File: src/rtl/unicode_transcoder_top_defines.svh
// assertion macros for the transcoder top level
`ifndef UNICODE_TRANSCODER_TOP_DEFINES_SVH
`define UNICODE_TRANSCODER_TOP_DEFINES_SVH

// same-cycle implication, sampled on clk, off while arst_n is low
`define UTC_ASSERT_NOW(name, ante, cons, msg) \
	name: assert property (@(posedge clk) disable iff (!arst_n) (ante) |-> (cons)) \
		else $error(msg);

// next-cycle implication, sampled on clk, off while arst_n is low
`define UTC_ASSERT_NEXT(name, ante, cons, msg) \
	name: assert property (@(posedge clk) disable iff (!arst_n) (ante) |=> (cons)) \
		else $error(msg);

`endif

File: src/rtl/utc_pkg.sv
package utc_pkg;

	// encoding codes
	localparam logic [2:0] ENC_ASCII  = 3'd0;
	localparam logic [2:0] ENC_LATIN1 = 3'd1;
	localparam logic [2:0] ENC_UTF8   = 3'd2;
	localparam logic [2:0] ENC_UTF16  = 3'd3;
	localparam logic [2:0] ENC_UTF32  = 3'd4;

	// status codes
	localparam logic [1:0] ST_OK          = 2'd0;
	localparam logic [1:0] ST_INVALID     = 2'd1;
	localparam logic [1:0] ST_INCOMPLETE  = 2'd2;
	localparam logic [1:0] ST_UNENCODABLE = 2'd3;

	// configuration register indexes
	localparam int CFG_INDEX_W = 1;
	localparam int CFG_DATA_W  = 3;
	localparam logic [CFG_INDEX_W-1:0] CFG_SOURCE = 1'd0;
	localparam logic [CFG_INDEX_W-1:0] CFG_TARGET = 1'd1;

	// reset values of the registers
	localparam logic [2:0] SOURCE_RESET = ENC_UTF8;
	localparam logic [2:0] TARGET_RESET = ENC_UTF32;

	// default depth of the job queue between front and back
	localparam int QUEUE_DEPTH_DEF = 2;

	typedef struct packed {
		logic [7:0] in_byte;
		logic       end_of_buffer;
	} in_item_t;

	typedef struct packed {
		logic [7:0] out_byte;
		logic [1:0] status;
		logic       last_of_run;
	} out_item_t;

	// one job: either an error report or a finished code point
	typedef struct packed {
		logic        is_err;
		logic [1:0]  status;
		logic [31:0] cp;
	} job_t;

	// queue occupancy flags
	typedef struct packed {
		logic full;
		logic empty;
	} q_stat_t;

endpackage

File: src/rtl/utc_front.sv
module utc_front (
	input  logic              clk,
	input  logic              arst_n,
	input  logic [2:0]        source_enc,
	input  logic              clear,
	input  logic              in_valid,
	output logic              in_ready,
	input  utc_pkg::in_item_t in_data,
	input  utc_pkg::q_stat_t  q_stat,
	output logic              push,
	output utc_pkg::job_t     push_job
);

	logic [23:0] pend_q;
	logic [1:0]  cnt_q;
	logic [2:0]  exp_q;

	logic [23:0] pend_d;
	logic [1:0]  cnt_d;
	logic [2:0]  exp_d;

	logic [7:0]  b;
	logic        last;
	logic [2:0]  total;
	logic [15:0] w0_first;
	logic [15:0] w1_last;
	logic        hi_sur;
	logic [7:0]  seq1;
	logic [7:0]  seq2;
	logic        cont_ok;
	logic [31:0] utf8_cp;

	logic        do_err;
	logic [1:0]  err_code;
	logic        do_cp;
	logic [31:0] cp_val;
	logic        do_start;
	logic [2:0]  start_len;

	logic        accept;

	assign b        = in_data.in_byte;
	assign last     = in_data.end_of_buffer;
	assign in_ready = !q_stat.full;
	assign accept   = in_valid && in_ready;

	// fields of a sequence that may complete with this byte
	assign total    = {1'b0, cnt_q} + 3'd1;
	assign w0_first = {b, pend_q[7:0]};
	assign w1_last  = {b, pend_q[23:16]};
	assign hi_sur   = (w0_first >= 16'hd800) && (w0_first <= 16'hdbff);
	assign seq1     = (cnt_q > 2'd1) ? pend_q[15:8] : b;
	assign seq2     = (cnt_q > 2'd2) ? pend_q[23:16] : b;

	// utf-8 continuation check and assembly of the code point
	always_comb begin
		cont_ok = 1'b1;
		utf8_cp = '0;
		case (total)
			3'd2: begin
				cont_ok = (seq1[7:6] == 2'b10);
				utf8_cp = {21'd0, pend_q[4:0], seq1[5:0]};
			end
			3'd3: begin
				cont_ok = (seq1[7:6] == 2'b10) && (seq2[7:6] == 2'b10);
				utf8_cp = {16'd0, pend_q[3:0], seq1[5:0], seq2[5:0]};
			end
			default: begin
				cont_ok = (seq1[7:6] == 2'b10) && (seq2[7:6] == 2'b10) && (b[7:6] == 2'b10);
				utf8_cp = {11'd0, pend_q[2:0], seq1[5:0], seq2[5:0], b[5:0]};
			end
		endcase
	end

	// classify the byte and work out the next partial state
	always_comb begin
		do_err    = 1'b0;
		err_code  = utc_pkg::ST_OK;
		do_cp     = 1'b0;
		cp_val    = '0;
		do_start  = 1'b0;
		start_len = 3'd0;
		pend_d    = pend_q;
		cnt_d     = cnt_q;
		exp_d     = exp_q;

		if (source_enc > utc_pkg::ENC_UTF32) begin
			do_err   = 1'b1;
			err_code = utc_pkg::ST_INVALID;
		end else if (cnt_q == 2'd0) begin
			// lead byte
			case (source_enc)
				utc_pkg::ENC_ASCII: begin
					if (b[7]) begin
						do_err   = 1'b1;
						err_code = utc_pkg::ST_INVALID;
					end else begin
						do_cp  = 1'b1;
						cp_val = {24'd0, b};
					end
				end
				utc_pkg::ENC_LATIN1: begin
					do_cp  = 1'b1;
					cp_val = {24'd0, b};
				end
				utc_pkg::ENC_UTF8: begin
					if (!b[7]) begin
						do_cp  = 1'b1;
						cp_val = {24'd0, b};
					end else if (b[7:5] == 3'b110) begin
						do_start  = 1'b1;
						start_len = 3'd2;
					end else if (b[7:4] == 4'b1110) begin
						do_start  = 1'b1;
						start_len = 3'd3;
					end else if (b[7:3] == 5'b11110) begin
						do_start  = 1'b1;
						start_len = 3'd4;
					end else begin
						do_err   = 1'b1;
						err_code = utc_pkg::ST_INVALID;
					end
				end
				utc_pkg::ENC_UTF16: begin
					do_start  = 1'b1;
					start_len = 3'd2;
				end
				default: begin
					do_start  = 1'b1;
					start_len = 3'd4;
				end
			endcase
			if (do_start) begin
				pend_d = {16'd0, b};
				cnt_d  = 2'd1;
				exp_d  = start_len;
				if (last) begin
					do_err   = 1'b1;
					err_code = utc_pkg::ST_INCOMPLETE;
				end
			end
		end else if (exp_q < 3'd2 || exp_q > 3'd4 || total > exp_q) begin
			do_err   = 1'b1;
			err_code = utc_pkg::ST_INVALID;
		end else if (total < exp_q) begin
			// sequence still open
			if (source_enc == utc_pkg::ENC_UTF16 && total == 3'd2 && hi_sur) begin
				exp_d = 3'd4;
			end
			case (cnt_q)
				2'd1:    pend_d[15:8]  = b;
				2'd2:    pend_d[23:16] = b;
				default: pend_d        = pend_q;
			endcase
			cnt_d = total[1:0];
			if (last) begin
				do_err   = 1'b1;
				err_code = utc_pkg::ST_INCOMPLETE;
			end
		end else begin
			// sequence complete
			if (source_enc == utc_pkg::ENC_UTF8) begin
				if (!cont_ok) begin
					do_err   = 1'b1;
					err_code = utc_pkg::ST_INVALID;
				end else begin
					do_cp  = 1'b1;
					cp_val = utf8_cp;
				end
			end else if (source_enc == utc_pkg::ENC_UTF16) begin
				if (total == 3'd2) begin
					if (hi_sur) begin
						// high surrogate: wait for the low half
						exp_d        = 3'd4;
						pend_d[15:8] = b;
						cnt_d        = 2'd2;
						if (last) begin
							do_err   = 1'b1;
							err_code = utc_pkg::ST_INCOMPLETE;
						end
					end else begin
						do_cp  = 1'b1;
						cp_val = {16'd0, w0_first};
					end
				end else if (w1_last < 16'hdc00 || w1_last > 16'hdfff) begin
					do_err   = 1'b1;
					err_code = utc_pkg::ST_INVALID;
				end else begin
					do_cp  = 1'b1;
					cp_val = 32'h0001_0000 + {12'd0, pend_q[9:0], w1_last[9:0]};
				end
			end else begin
				do_cp  = 1'b1;
				cp_val = {b, pend_q};
			end
		end

		// errors and finished code points drop the partial state
		if (do_err || do_cp) begin
			pend_d = '0;
			cnt_d  = 2'd0;
			exp_d  = 3'd0;
		end
	end

	assign push            = accept && (do_err || do_cp);
	assign push_job.is_err = do_err;
	assign push_job.status = do_err ? err_code : utc_pkg::ST_OK;
	assign push_job.cp     = do_err ? 32'd0 : cp_val;

	// partial sequence state
	always_ff @(posedge clk or negedge arst_n) begin
		if (!arst_n) begin
			pend_q <= '0;
			cnt_q  <= 2'd0;
			exp_q  <= 3'd0;
		end else if (clear) begin
			pend_q <= '0;
			cnt_q  <= 2'd0;
			exp_q  <= 3'd0;
		end else if (accept) begin
			pend_q <= pend_d;
			cnt_q  <= cnt_d;
			exp_q  <= exp_d;
		end
	end

endmodule

File: src/rtl/utc_queue.sv
module utc_queue #(
	parameter int DEPTH = utc_pkg::QUEUE_DEPTH_DEF
) (
	input  logic             clk,
	input  logic             arst_n,
	input  logic             push,
	input  utc_pkg::job_t    push_job,
	input  logic             pop,
	output utc_pkg::job_t    head,
	output utc_pkg::q_stat_t stat
);

	// depth of two or more
	localparam int PTR_W = $clog2(DEPTH);
	localparam int CNT_W = $clog2(DEPTH + 1);

	utc_pkg::job_t    slot_q [DEPTH];
	logic [PTR_W-1:0] wr_ptr_q;
	logic [PTR_W-1:0] rd_ptr_q;
	logic [CNT_W-1:0] cnt_q;

	assign head       = slot_q[rd_ptr_q];
	assign stat.full  = (cnt_q == CNT_W'(DEPTH));
	assign stat.empty = (cnt_q == '0);

	// storage
	always_ff @(posedge clk) begin
		if (push) begin
			slot_q[wr_ptr_q] <= push_job;
		end
	end

	// pointers and fill count
	always_ff @(posedge clk or negedge arst_n) begin
		if (!arst_n) begin
			wr_ptr_q <= '0;
			rd_ptr_q <= '0;
			cnt_q    <= '0;
		end else begin
			if (push) begin
				wr_ptr_q <= (wr_ptr_q == PTR_W'(DEPTH - 1)) ? '0 : wr_ptr_q + 1'b1;
			end
			if (pop) begin
				rd_ptr_q <= (rd_ptr_q == PTR_W'(DEPTH - 1)) ? '0 : rd_ptr_q + 1'b1;
			end
			if (push && !pop) begin
				cnt_q <= cnt_q + 1'b1;
			end else if (pop && !push) begin
				cnt_q <= cnt_q - 1'b1;
			end
		end
	end

endmodule

File: src/rtl/utc_back.sv
module utc_back (
	input  logic               clk,
	input  logic               arst_n,
	input  logic [2:0]         target_enc,
	input  utc_pkg::q_stat_t   q_stat,
	input  utc_pkg::job_t      head,
	output logic               pop,
	output logic               out_valid,
	input  logic               out_ready,
	output utc_pkg::out_item_t out_data
);

	logic [3:0][7:0] enc_bytes;
	logic [1:0]      enc_last;
	logic [1:0]      enc_status;
	logic [31:0]     cp;
	logic [31:0]     sur_v;
	logic [15:0]     sur_w0;
	logic [15:0]     sur_w1;

	logic            cur_valid_q;
	logic [3:0][7:0] cur_bytes_q;
	logic [1:0]      cur_last_q;
	logic [1:0]      cur_idx_q;
	logic [1:0]      cur_status_q;

	logic               out_valid_q;
	utc_pkg::out_item_t out_q;

	logic out_free;
	logic emit;
	logic cur_done;

	assign cp     = head.cp;
	assign sur_v  = cp - 32'h0001_0000;
	assign sur_w0 = 16'hd800 + sur_v[25:10];
	assign sur_w1 = {6'b110111, sur_v[9:0]};

	// encode the head job into one to four bytes
	always_comb begin
		enc_bytes  = '0;
		enc_last   = 2'd0;
		enc_status = utc_pkg::ST_OK;
		if (head.is_err) begin
			enc_status = head.status;
		end else begin
			case (target_enc)
				utc_pkg::ENC_ASCII: begin
					if (cp > 32'h7f) begin
						enc_status = utc_pkg::ST_UNENCODABLE;
					end else begin
						enc_bytes[0] = cp[7:0];
					end
				end
				utc_pkg::ENC_LATIN1: begin
					if (cp > 32'hff) begin
						enc_status = utc_pkg::ST_UNENCODABLE;
					end else begin
						enc_bytes[0] = cp[7:0];
					end
				end
				utc_pkg::ENC_UTF8: begin
					if (cp < 32'h80) begin
						enc_bytes[0] = cp[7:0];
					end else if (cp < 32'h800) begin
						enc_bytes[0] = {3'b110, cp[10:6]};
						enc_bytes[1] = {2'b10, cp[5:0]};
						enc_last     = 2'd1;
					end else if (cp < 32'h1_0000) begin
						enc_bytes[0] = {4'b1110, cp[15:12]};
						enc_bytes[1] = {2'b10, cp[11:6]};
						enc_bytes[2] = {2'b10, cp[5:0]};
						enc_last     = 2'd2;
					end else begin
						enc_bytes[0] = 8'hf0 | cp[25:18];
						enc_bytes[1] = {2'b10, cp[17:12]};
						enc_bytes[2] = {2'b10, cp[11:6]};
						enc_bytes[3] = {2'b10, cp[5:0]};
						enc_last     = 2'd3;
					end
				end
				utc_pkg::ENC_UTF16: begin
					if (cp < 32'h1_0000) begin
						enc_bytes[0] = cp[7:0];
						enc_bytes[1] = cp[15:8];
						enc_last     = 2'd1;
					end else begin
						enc_bytes[0] = sur_w0[7:0];
						enc_bytes[1] = sur_w0[15:8];
						enc_bytes[2] = sur_w1[7:0];
						enc_bytes[3] = sur_w1[15:8];
						enc_last     = 2'd3;
					end
				end
				utc_pkg::ENC_UTF32: begin
					enc_bytes = cp;
					enc_last  = 2'd3;
				end
				default: begin
					enc_status = utc_pkg::ST_UNENCODABLE;
				end
			endcase
		end
	end

	// byte emitter handshake
	assign out_free = !out_valid_q || out_ready;
	assign emit     = cur_valid_q && out_free;
	assign cur_done = emit && (cur_idx_q == cur_last_q);
	assign pop      = !q_stat.empty && (!cur_valid_q || cur_done);

	assign out_valid = out_valid_q;
	assign out_data  = out_q;

	// control of the emitter and the output register
	always_ff @(posedge clk or negedge arst_n) begin
		if (!arst_n) begin
			cur_valid_q <= 1'b0;
			cur_idx_q   <= 2'd0;
			out_valid_q <= 1'b0;
		end else begin
			if (pop) begin
				cur_valid_q <= 1'b1;
				cur_idx_q   <= 2'd0;
			end else if (cur_done) begin
				cur_valid_q <= 1'b0;
			end else if (emit) begin
				cur_idx_q <= cur_idx_q + 2'd1;
			end
			if (emit) begin
				out_valid_q <= 1'b1;
			end else if (out_ready) begin
				out_valid_q <= 1'b0;
			end
		end
	end

	// payload of the emitter and the output register
	always_ff @(posedge clk) begin
		if (pop) begin
			cur_bytes_q  <= enc_bytes;
			cur_last_q   <= enc_last;
			cur_status_q <= enc_status;
		end
		if (emit) begin
			out_q.out_byte    <= cur_bytes_q[cur_idx_q];
			out_q.status      <= cur_status_q;
			out_q.last_of_run <= (cur_idx_q == cur_last_q);
		end
	end

endmodule

File: src/rtl/unicode_transcoder_top.sv
// Byte-serial text transcoder between ASCII, Latin-1, UTF-8, UTF-16LE and UTF-32LE.
// The front end takes one source byte per cycle whenever its job queue has room,
// gathers multi-byte sequences and hands each finished code point or error to the
// queue; the back end re-encodes it and puts out one result byte per cycle while it holds
// a job and out_ready is high. A byte that completes a code point yields one to four
// output bytes: one for ASCII and Latin-1 targets and every error, up to four for UTF-8
// and UTF-16, always four for UTF-32, so the sustained rate is set by the back end's byte
// emitter. Each result passes through the queue, emitter and output registers in turn.
// Configuration writes clear any partial sequence and must be made with the block idle.
`include "unicode_transcoder_top_defines.svh"

module unicode_transcoder_top #(
	parameter int QUEUE_DEPTH = utc_pkg::QUEUE_DEPTH_DEF
) (
	input  logic                            clk,
	input  logic                            arst_n,
	input  logic                            in_valid,
	output logic                            in_ready,
	input  utc_pkg::in_item_t               in_data,
	output logic                            out_valid,
	input  logic                            out_ready,
	output utc_pkg::out_item_t              out_data,
	input  logic                            cfg_valid,
	output logic                            cfg_ready,
	input  logic [utc_pkg::CFG_INDEX_W-1:0] cfg_index,
	input  logic [utc_pkg::CFG_DATA_W-1:0]  cfg_data
);

	logic [2:0]       source_q;
	logic [2:0]       target_q;
	logic             cfg_wr;
	logic             push;
	logic             pop;
	utc_pkg::job_t    push_job;
	utc_pkg::job_t    head;
	utc_pkg::q_stat_t q_stat;

	assign cfg_ready = 1'b1;
	assign cfg_wr    = cfg_valid && cfg_ready;

	// configuration registers
	always_ff @(posedge clk or negedge arst_n) begin
		if (!arst_n) begin
			source_q <= utc_pkg::SOURCE_RESET;
			target_q <= utc_pkg::TARGET_RESET;
		end else if (cfg_wr) begin
			case (cfg_index)
				utc_pkg::CFG_SOURCE: source_q <= cfg_data;
				utc_pkg::CFG_TARGET: target_q <= cfg_data;
				default:             source_q <= source_q;
			endcase
		end
	end

	utc_front u_front (
		.clk        (clk),
		.arst_n     (arst_n),
		.source_enc (source_q),
		.clear      (cfg_wr),
		.in_valid   (in_valid),
		.in_ready   (in_ready),
		.in_data    (in_data),
		.q_stat     (q_stat),
		.push       (push),
		.push_job   (push_job)
	);

	utc_queue #(
		.DEPTH (QUEUE_DEPTH)
	) u_queue (
		.clk      (clk),
		.arst_n   (arst_n),
		.push     (push),
		.push_job (push_job),
		.pop      (pop),
		.head     (head),
		.stat     (q_stat)
	);

	utc_back u_back (
		.clk        (clk),
		.arst_n     (arst_n),
		.target_enc (target_q),
		.q_stat     (q_stat),
		.head       (head),
		.pop        (pop),
		.out_valid  (out_valid),
		.out_ready  (out_ready),
		.out_data   (out_data)
	);

	// checks
	`UTC_ASSERT_NOW(a_push_room, push, !q_stat.full, "job pushed into a full queue")
	`UTC_ASSERT_NOW(a_pop_data, pop, !q_stat.empty, "job popped from an empty queue")
	`UTC_ASSERT_NOW(a_err_shape, out_valid && out_data.status != utc_pkg::ST_OK,
		out_data.out_byte == 8'd0 && out_data.last_of_run, "error result not a lone zero byte")
	`UTC_ASSERT_NEXT(a_run_cont, out_valid && out_ready && !out_data.last_of_run,
		out_valid, "gap inside a multi-byte run")

endmodule
File: config.mk
export PLATFORM = sky130hd
export DESIGN_NAME = unicode_transcoder_top
export DESIGN_NICKNAME = d
export VERILOG_FILES = /design/src/rtl/utc_pkg.sv /design/src/rtl/utc_front.sv /design/src/rtl/utc_queue.sv /design/src/rtl/utc_back.sv /design/src/rtl/unicode_transcoder_top.sv
export VERILOG_INCLUDE_DIRS = /design/src /design/src/rtl
export SDC_FILE = /design/constraint.sdc
export NUM_CORES = 1
export LEC_CHECK = 0
export BUFFER_PORTS_ARGS = -buffer_cell sky130_fd_sc_hd__buf_2
export CORE_UTILIZATION = 55
export DETAILED_ROUTE_END_ITERATION = 8
export PLACE_DENSITY_LB_ADDON = 0.05
export SYNTH_ARGS = -nofsm -noshare
export SYNTH_HDL_FRONTEND = slang
export SYNTH_HIERARCHICAL = 1
export SYNTH_SLANG_ARGS = --single-unit
File: constraint.sdc
create_clock -name clk -period 6.75 [get_ports clk]
set_clock_uncertainty 0.15 [all_clocks]
set_input_delay 1.35 -clock clk [delete_from_list [all_inputs] [get_ports clk]]
set_output_delay 1.35 -clock clk [all_outputs]
set_load 0.1 [all_outputs]
# == Word level (Yosys, flattened, before mapping) ==
# Memory sizes are Yosys's and may differ from the RTL's.
# Index checks and enable logic that the tools add are counted.
# word_totals
regBits,90
in_bits,18
memories,1
mem_bits_rw,70
# mem_list
memory,depth,width,read_ports,rd_ports_with_merged_regs,write_ports,line_no,source
u_queue.slot_q,2,35,1,0,1,utc_queue.sv:17,utc_pkg::job_t slot_q [DEPTH];
# classes
n_reduce_logical,51
bitwise,1
n_mux,156
add_sub_neg,9
order_cmp,17
n_eq_ne,26
# op_table
cell,count
$mux W32,9
$mux W24,8
$mux W8,15
$mux W16,5
$mux W2,38
$pmux W24 S3,1
$pmux W32 S2,1
$mux W3,17
$mux W1,48
$pmux W21 S2,1
$pmux W8 S5,1
$gt A32 B7 Y1 const B,1
$gt A32 B8 Y1 const B,1
$lt A32 B12 Y1 const B,1
$lt A32 B17 Y1 const B,1
$lt A32 B8 Y1 const B,1
$sub A26 B17 Y26 const B,1
$mux W22,1
$add A17 B20 Y21 const A,1
$mux W21,1
$eq A3 B2 Y1 const B,6
$reduce_and A9 Y1,2
$add A16 B16 Y16 const A,1
$bmux W8 S2,1
other kinds (49),97

# == Longest topological paths before layout ==
# Gate-level depths: netlist of the first run.
# depth
word_depth,18
ltp_mapped,15
depth_no_buf,14

# == Cells and area by module ==
# The synthesis of the first run kept the hierarchy.
# by_module_without_submodules
mod,instances,cells_each,area_per_inst_um2,seq_area_each_um2
utc_back,1,333,3314.4,1511.4
utc_front,1,388,3039.2,725.7
utc_queue,1,125,2862.7,2202.1
unicode_transcoder_top,1,16,262.8,152.6

# == Least setup slack after synthesis of the first run ==
# OpenSTA, ideal clock, no wires.
# synth_path
path_type,reg2reg
from,reg u_front.cnt_q[1]
to,mem u_queue/slot_q[0][0] (netlist bit) (enable)
stages_incl_launch_ff,13
t_arrival_ps,4548
setup_slack_ps,1620
setup_time_ps,431
cell_sequence,dfrtp_1 -> inv_1 -> ha_1 -> ha_1 -> nand3b_1 -> and2_0 -> clkbuf_1 -> nor4_1 -> a21bo_2 -> o21bai_2 -> or2_1 -> and3_1 -> nor2b_1
# synth_between
elab_chain_len,16
# synth_lines
item,line_no,source
"start, declared",utc_front.sv:15,logic [1:0] cnt_q;
"start signal, assigned",utc_front.sv:223,cnt_q <= cnt_d;
$gt A2 B1 Y1 / $gt A2 B2 Y1 (equally long branches),"utc_front.sv:52, utc_front.sv:53",
"$mux W8, on equally long branches","utc_front.sv:52, utc_front.sv:53",
"$eq A2 B2 Y1, on equally long branches","utc_front.sv:61, utc_front.sv:65, utc_front.sv:69",
$logic_and A1 B1 Y1,"utc_front.sv:65, utc_front.sv:69",
$logic_and A1 B1 Y1,utc_front.sv:69,cont_ok = (seq1[7:6] == 2'b10) && (seq2[7:6] == 2'b10) && (b[7:6] == 2'b10);
$pmux W1 S2,utc_front.sv:59,case (total)
$mux W1,utc_front.sv:163,if (!cont_ok) begin
$mux W1,utc_front.sv:162,if (source_enc == utc_pkg::ENC_UTF8) begin
$mux W1,utc_front.sv:145,end else if (total < exp_q) begin
$mux W1,utc_front.sv:142,end else if (exp_q < 3'd2 || exp_q > 3'd4 || total > exp_q) begin
$mux W1,utc_front.sv:90,end else if (cnt_q == 2'd0) begin
$mux W1,utc_front.sv:87,if (source_enc > utc_pkg::ENC_UTF32) begin
$logic_or A1 B1 Y1 *,utc_front.sv:206,assign push = accept && (do_err || do_cp);
$logic_and A1 B1 Y1 *,utc_front.sv:206,
named net push,unicode_transcoder_top.sv:32,logic push;
$mux W1 *,utc_queue.sv:28,if (push) begin
$mux W1 (not written as such) *,utc_queue.sv:29,slot_q[wr_ptr_q] <= push_job;
"end, declared",utc_queue.sv:17,
# The timed path passes the listed nets; every way through them passes the cells marked *.

# == Worst setup path after layout of the first run ==
# layout_path
from,reg u_front.cnt_q[1]
to,mem u_queue/slot_q[0][29] (netlist bit) (enable)
# Same word-level chain as after synthesis.

==> flow_summary.json, run 1 <==
{
  "crit_start": "u_front/cnt_q[1]$_DFFE_PN0P_",
  "ant_nets": 0,
  "hold_viol_final": 0,
  "power_per_cell_area_mw_per_mm2": 398.5,
  "numCtsBuffers": 17,
  "critPathLaunchType": "flip-flop",
  "worstPathMaxFanout": 35,
  "num_antenna_cells": 0,
  "area_growth_pct": 8.355,
  "arrival_ns": 4.97,
  "synthTopCellsByCount": "edfxtp_1 (117), nor2_1 (71), nand2_1 (59)",
  "layout_setup_ws_ns": 1.691,
  "cts_setup_buffers": 0,
  "gr-total-overflow": 0,
  "syn_nets": 894,
  "via_count": 7374,
  "reg2reg_setup_slack_ns": 1.69,
  "port_buffers": 30,
  "die_w_microns": 133.3,
  "setup_violations": 0,
  "ios": 32,
  "track_usage_pct": 31.21,
  "p_int_uw": 2453,
  "grt_pass1_vias": 6997,
  "max_freq_ghz": 0.1977,
  "synth_ff_type": "edfxtp_1",
  "cts-resized-gates": 0,
  "dr.pass1.iters": 7,
  "h-tree-depth": 4,
  "dp_hpwl_microns": 19030,
  "die-area_sq_mm": 0.01776,
  "worst_setup_path_end_kind": "flip-flop",
  "place_congestion": 0.9935,
  "yosys-top-cells-area": "edfxtp_1 (37%), dfrtp_1 (11%), mux2_4 (5.1%)",
  "synth_top_area_share_pct": 37.06,
  "routed_via_density": 6.753,
  "grt_pass1_wl_microns": 41270,
  "required_ns": 6.67,
  "final_nets": 891,
  "synth_async_sr_flop_share_pct": 26.88,
  "rows": 47,
  "worst_pin_slew_ns": 1.079,
  "slew_violations": 0,
  "final_core_util_pct": 61.50,
  "avgSynthCellArea_sq_um": 11.00,
  "syn_inst": 862,
  "worstSetupPathDepth": 12,
  "r2r_cells": 12,
  "min_period_over_period_pct": 74.95,
  "hold_buffers": 0,
  "drt_iter0_markers": 1042,
  "post-route-cell-area_sq_mm": 0.01027,
  "die_h_microns": 133.3,
  "start_util_pct": 56.76,
  "status": "complete, no violations",
  "path_clk_slew_ns": 0.07,
  "cts_tree": "done",
  "rsz0062_at_grt": "false",
  "cts_sinks": 160,
  "min_path_type": "reg -> reg",
  "max_stage_delay_ns": 0.87,
  "clock_power_share_pct": 24.1,
  "yosysSeqAreaShare_pct": 48.44,
  "synth_top_cell_by_area": "edfxtp_1",
  "drive_gt1_share_pct": 18.12,
  "crit_chain": "inv_1 -> ha_1 -> ha_1 -> a21oi_1 -> and2_0 -> nor4_1 -> a21bo_2 -> o21bai_2 -> or2_1 -> and3_1 -> nor2b_2 -> buf_4",
  "min_period_ns": 5.059,
  "ys_types": 86,
  "power_leakage_uw": 0.003782,
  "yosys_warnings": 6,
  "grt_max_degree": 44,
  "synth-edff-count": 117,
  "p_comb_share_pct": 39.4,
  "critPathKind": "reg -> reg",
  "ir_drop_mv": 0.3765,
  "reg2reg_from": "u_front/cnt_q[1]$_DFFE_PN0P_",
  "root_buffer": "clkbuf_16",
  "critPathTopFamily": "simple AND/OR/NAND/NOR gates",
  "antenna_found_initial": 0,
  "cp_num_buf_inv": 2,
  "crit_slowest_cell": "ha_1",
  "clk_latency_ns": 0.42,
  "drc": 0,
  "pwr-share-seq_pct": 36.5,
  "p_sw_share_pct": 40.08,
  "max-slew-margin-rel_pct": 28.09,
  "setup-tns-final_ns": 0,
  "netlist_area_sq_mm": 0.009479,
  "cap_violations": 0,
  "dp_slack_ns": 1.822,
  "p_sw_uw": 1641,
  "crit_top_cell": "ha_1",
  "place_area_sq_mm": 0.009664,
  "clk_path_buf_depth": 2,
  "wl_microns": 26880,
  "ys_seq_elements": 160,
  "min_path_cells": 0,
  "core_area_sq_mm": 0.01670,
  "synth_most_common_cell": "edfxtp_1",
  "endpoint": "u_queue/slot_q[0][29]$_DFFE_PP_",
  "r2r_end": "u_queue/slot_q[0][29]$_DFFE_PP_",
  "wire_per_inst_microns": 24.61
}
-- final cells by class --
class,count,area (sq um)
fillers,1355,6430
flip-flops and latches,160,4593
repair buffers,41,232.7
multi-input cells,609,4451
clock inverters,15,181.4
well taps,220,275.3
clock buffers,17,425.4
inverters,30,112.6
-- per-layer routing --
| layer | up-vias | track usage (%) | wire length (microns) |
|---|---|---|---|
| met5 | - | 0 | 0 |
| met1 | 3554 | 38.63 | 10540 |
| met4 | 0 | 16.29 | 1328 |
| li1 | 3284 | - | - |
| met3 | 95 | 5.784 | 1887 |
| met2 | 441 | 52.14 | 13120 |
-- cell families after synthesis --
family          count (synthesis)  synth area share, %
compound gates                259                19.61
flops                         160                48.44
mux                            63                9.543
buf+inv                        93                4.712
simple gates                  255                14.23
fa+ha+maj                      14                1.848
xor+xnor                       17                1.571
other cells                     1              0.03956
-- state kept, by name, summed over array words and instances, names as in the netlist, 2 cells and up --
name,count
u_back/out_data,11
u_back/cur_bytes_q,32
u_queue/slot_q,70
u_front/exp_q,3
u_queue/cnt_q,2
u_front/pend_q,24
target_q,3
u_back/cur_last_q,2
source_q,3
u_back/cur_idx_q,2
u_front/cnt_q,2
u_back/cur_status_q,2
-- worst min-delay path by stage --
stage | start | to | slack, ns
after floorplan | u_back/cur_status_q[0]$_DFFE_PP_ | u_back/out_data[1]$_DFFE_PP_ | 0.25
after global placement | u_back/cur_status_q[0]$_DFFE_PP_ | u_back/out_data[1]$_DFFE_PP_ | 0.26
after detailed placement | u_back/cur_status_q[1]$_DFFE_PP_ | u_back/out_data[2]$_DFFE_PP_ | 0.27
after CTS | u_back/cur_status_q[1]$_DFFE_PP_ | u_back/out_data[2]$_DFFE_PP_ | 0.29
after global routing | u_back/cur_status_q[1]$_DFFE_PP_ | u_back/out_data[2]$_DFFE_PP_ | 0.29
final | u_back/cur_status_q[1]$_DFFE_PP_ | u_back/out_data[2]$_DFFE_PP_ | 0.28
-- power groups by stage --
stage	registers [uW]	clock network [uW]	logic, uW
6_report	1490	986	1610
5_1_grt	1520	1040	1700
4_1_cts	1500	999	1580
3_5_place_dp	1520	0	1570
3_3_place_gp	1500	0	1570
2_1_floorplan	1650	0	1100
-- stage by stage --
step | hold slack, ns | power, uW | cells
2_1_floorplan | 0.2503 | 2743 | 862
3_3_place_gp | 0.2620 | 3067 | 1060
3_5_place_dp | 0.2690 | 3089 | 1060
4_1_cts | 0.2851 | 4075 | 1092
5_1_grt | 0.2897 | 4257 | 1092
6_report | 0.2781 | 4093 | 1092
-- worst reg2reg max path, stage by stage (launching register included) --
cell      delay, ns
dfrtp_1        0.48
inv_1          0.15
ha_1           0.87
ha_1           0.28
a21oi_1        0.09
and2_0         0.28
nor4_1         0.65
a21bo_2        0.34
o21bai_2       0.32
or2_1          0.25
and3_1         0.27
nor2b_2        0.16
buf_4          0.39
-- cells in the final DEF (no fill, tap or decap), drive strengths merged, types with 5 or more instances in the layout --
cell type and n:
a22o 29, nand3 13, o21ai 46, and3 12
and2 7, inv 35, o41ai 5, xor2 11
mux2i 12, o22ai 8, nor3 23, nor2 73
ha 14, or3 8, dfrtp 41, or2 5
nand2b 13, buf 41, a21o 8, xnor2 6
a22oi 17, nand4 5, mux2 43, a221oi 19
edfxtp 117, nor2b 11, mux4 8, nor4 13
a21oi 53, o21bai 6, a211oi 13, nand2 60
o211ai 9, a31oi 11, clkbuf 17
Note: power is estimated with default switching activity, not from simulation.
==> inputs of run 2 (changes only) <==
clock period = 5.2 ns   (was 6.75 ns; I/O delays follow)
==> flow_summary.json, run 2 (synthesis results as in run 1) <==
{
  "cts_sinks": 160,
  "ant_nets": 0,
  "path_clk_slew_ns": 0.07,
  "start_util_pct": 56.76,
  "h-tree-depth": 4,
  "port_buffers": 30,
  "largestRegisters": "u_queue/slot_q: 70 flops, u_back/cur_bytes_q: 32 flops, u_front/pend_q: 24 flops",
  "largest_register_ffs": 70,
  "dp_slack_ns": 0.5729,
  "p_sw_uw": 2187,
  "wire_per_inst_microns": 24.76,
  "power_per_cell_area_mw_per_mm2": 513.6,
  "root_buffer": "clkbuf_16",
  "ios": 32,
  "die-area_sq_mm": 0.01776,
  "cts-resized-gates": 0,
  "min_period_over_period_pct": 88.34,
  "dr.pass1.iters": 6,
  "cts_tree": "done",
  "worst_setup_path_end_kind": "flip-flop",
  "required_ns": 5.12,
  "numCtsBuffers": 17,
  "dp_hpwl_microns": 19220,
  "clk_path_buf_depth": 2,
  "critPathLaunchType": "flip-flop",
  "drive_gt1_share_pct": 19.07,
  "grt_pass1_wl_microns": 42100,
  "arrival_ns": 4.52,
  "clock_power_share_pct": 23.8,
  "drt_iter0_markers": 1115,
  "crit_chain": "inv_1 -> ha_1 -> ha_1 -> nand3b_1 -> and2_0 -> nor4_1 -> buf_4 -> a21bo_2 -> o21bai_2 -> or2_1 -> and3_1 -> nor2b_2 -> buf_4",
  "power_leakage_uw": 0.003831,
  "die_h_microns": 133.3,
  "grt_pass1_vias": 7291,
  "worst_pin_slew_ns": 0.8745,
  "max-slew-margin-rel_pct": 41.21,
  "cap_violations": 0,
  "hold_viol_final": 0,
  "drc": 0,
  "layout_commonest_cell": "edfxtp_1",
  "slew_violations": 0,
  "critPathKind": "reg -> reg",
  "hold_buffers": 0,
  "p_int_uw": 3116,
  "worstPathMaxFanout": 35,
  "final_cell_mix": "edfxtp_1 (117), nor2_1 (70), nand2_1 (59), a21oi_1 (53), o21ai_0 (44)",
  "regMostFlops": "u_queue/slot_q",
  "gr-total-overflow": 0,
  "area_growth_pct": 8.937,
  "max_stage_delay_ns": 0.49,
  "post-route-cell-area_sq_mm": 0.01033,
  "p_sw_share_pct": 41.24,
  "clk_latency_ns": 0.43,
  "die_w_microns": 133.3,
  "grt_max_degree": 44,
  "ir_drop_mv": 0.4692,
  "layout_setup_ws_ns": 0.6061,
  "via_count": 7511,
  "place_area_sq_mm": 0.009732,
  "crit_slowest_cell": "dfrtp_1",
  "final_nets": 900,
  "track_usage_pct": 31.54,
  "min_path_type": "reg -> reg",
  "rsz0062_at_grt": "false",
  "rows": 47,
  "antenna_found_initial": 0,
  "core_area_sq_mm": 0.01670,
  "routed_via_density": 6.822,
  "place_congestion": 0.9744,
  "max_freq_ghz": 0.2177,
  "setup-tns-final_ns": 0,
  "p_comb_share_pct": 39.9,
  "num_antenna_cells": 0,
  "pwr-share-seq_pct": 36.2,
  "cts_setup_buffers": 0,
  "status": "complete, no violations",
  "setup_violations": 0,
  "min_period_ns": 4.594,
  "wl_microns": 27260
}
[run 2: cell count changes in the layout (fill, tap and decap cells not counted)]
cell,before,now
clkinv_1,1,0
buf_4,11,20
clkinv_8,0,2
clkinvlp_4,4,2
inv_8,0,3
clkinv_4,1,0
bufinv_16,3,1
inv_6,5,6
[run 2: per-layer routing]
metal,GRT usage (%),vias up,part of all wire [%]
li1,-,3303,-
met1,38.41,3562,39
met2,51.79,517,48
met3,5.594,129,7.4
met4,20.27,0,6.1
met5,0,-,0
[run 2: final cells by class]
cell class              instances  area, sq um
fillers                      1331         6375
multi-input cells             609         4451
repair buffers                 50        300.3
flip-flops and latches        160         4593
well taps                     220        275.3
clock buffers                  17        425.4
inverters                      30        112.6
clock inverters                15        168.9
[run 2: worst max-delay path: cells and delay by family (launching register included)]
kind	cells	cell delay [ns]
simple gates	6	1.59
buf+inv	3	0.75
fa+ha+maj	2	0.63
compound gates	2	0.57
flops	1	0.49
[run 2: through the flow]
stage / util [%] / instances / total power (uW) / hold WS, ns
floorplan: - / 862 / 3561 / 0.2503
global placement: 58.27 / 1069 / 3975 / 0.2557
detailed placement: 58.27 / 1069 / 4011 / 0.2563
CTS: 61.83 / 1101 / 5293 / 0.2730
global route: 61.83 / 1101 / 5525 / 0.2745
finish: 61.83 / 1101 / 5303 / 0.2705
[run 2: path summary, 6_finish.rpt]
check                                            startpoint                              to  slack, ns  cells after the start
max in group asynchronous                            arst_n    u_queue/rd_ptr_q$_DFFE_PN0P_       3.88                      2
setup / recovery               u_front/cnt_q[1]$_DFFE_PN0P_  u_queue/slot_q[0][4]$_DFFE_PP_       0.61                     13
hold / removal             u_back/cur_status_q[0]$_DFFE_PP_    u_back/out_data[1]$_DFFE_PP_       0.27                      0
hold reg to reg            u_back/cur_status_q[0]$_DFFE_PP_    u_back/out_data[1]$_DFFE_PP_       0.27                      0
min in group asynchronous                            arst_n    u_front/exp_q[2]$_DFFE_PN0P_       0.55                      2
setup reg to reg               u_front/cnt_q[1]$_DFFE_PN0P_  u_queue/slot_q[0][4]$_DFFE_PP_       0.61                     13
[run 2: power groups by stage]
stage | clock network (uW) | registers, uW | logic [uW]
floorplan | 0 | 2140 | 1420
global placement | 0 | 1930 | 2050
detailed placement | 0 | 1950 | 2060
CTS | 1290 | 1930 | 2080
global route | 1330 | 1960 | 2240
finish | 1260 | 1920 | 2120
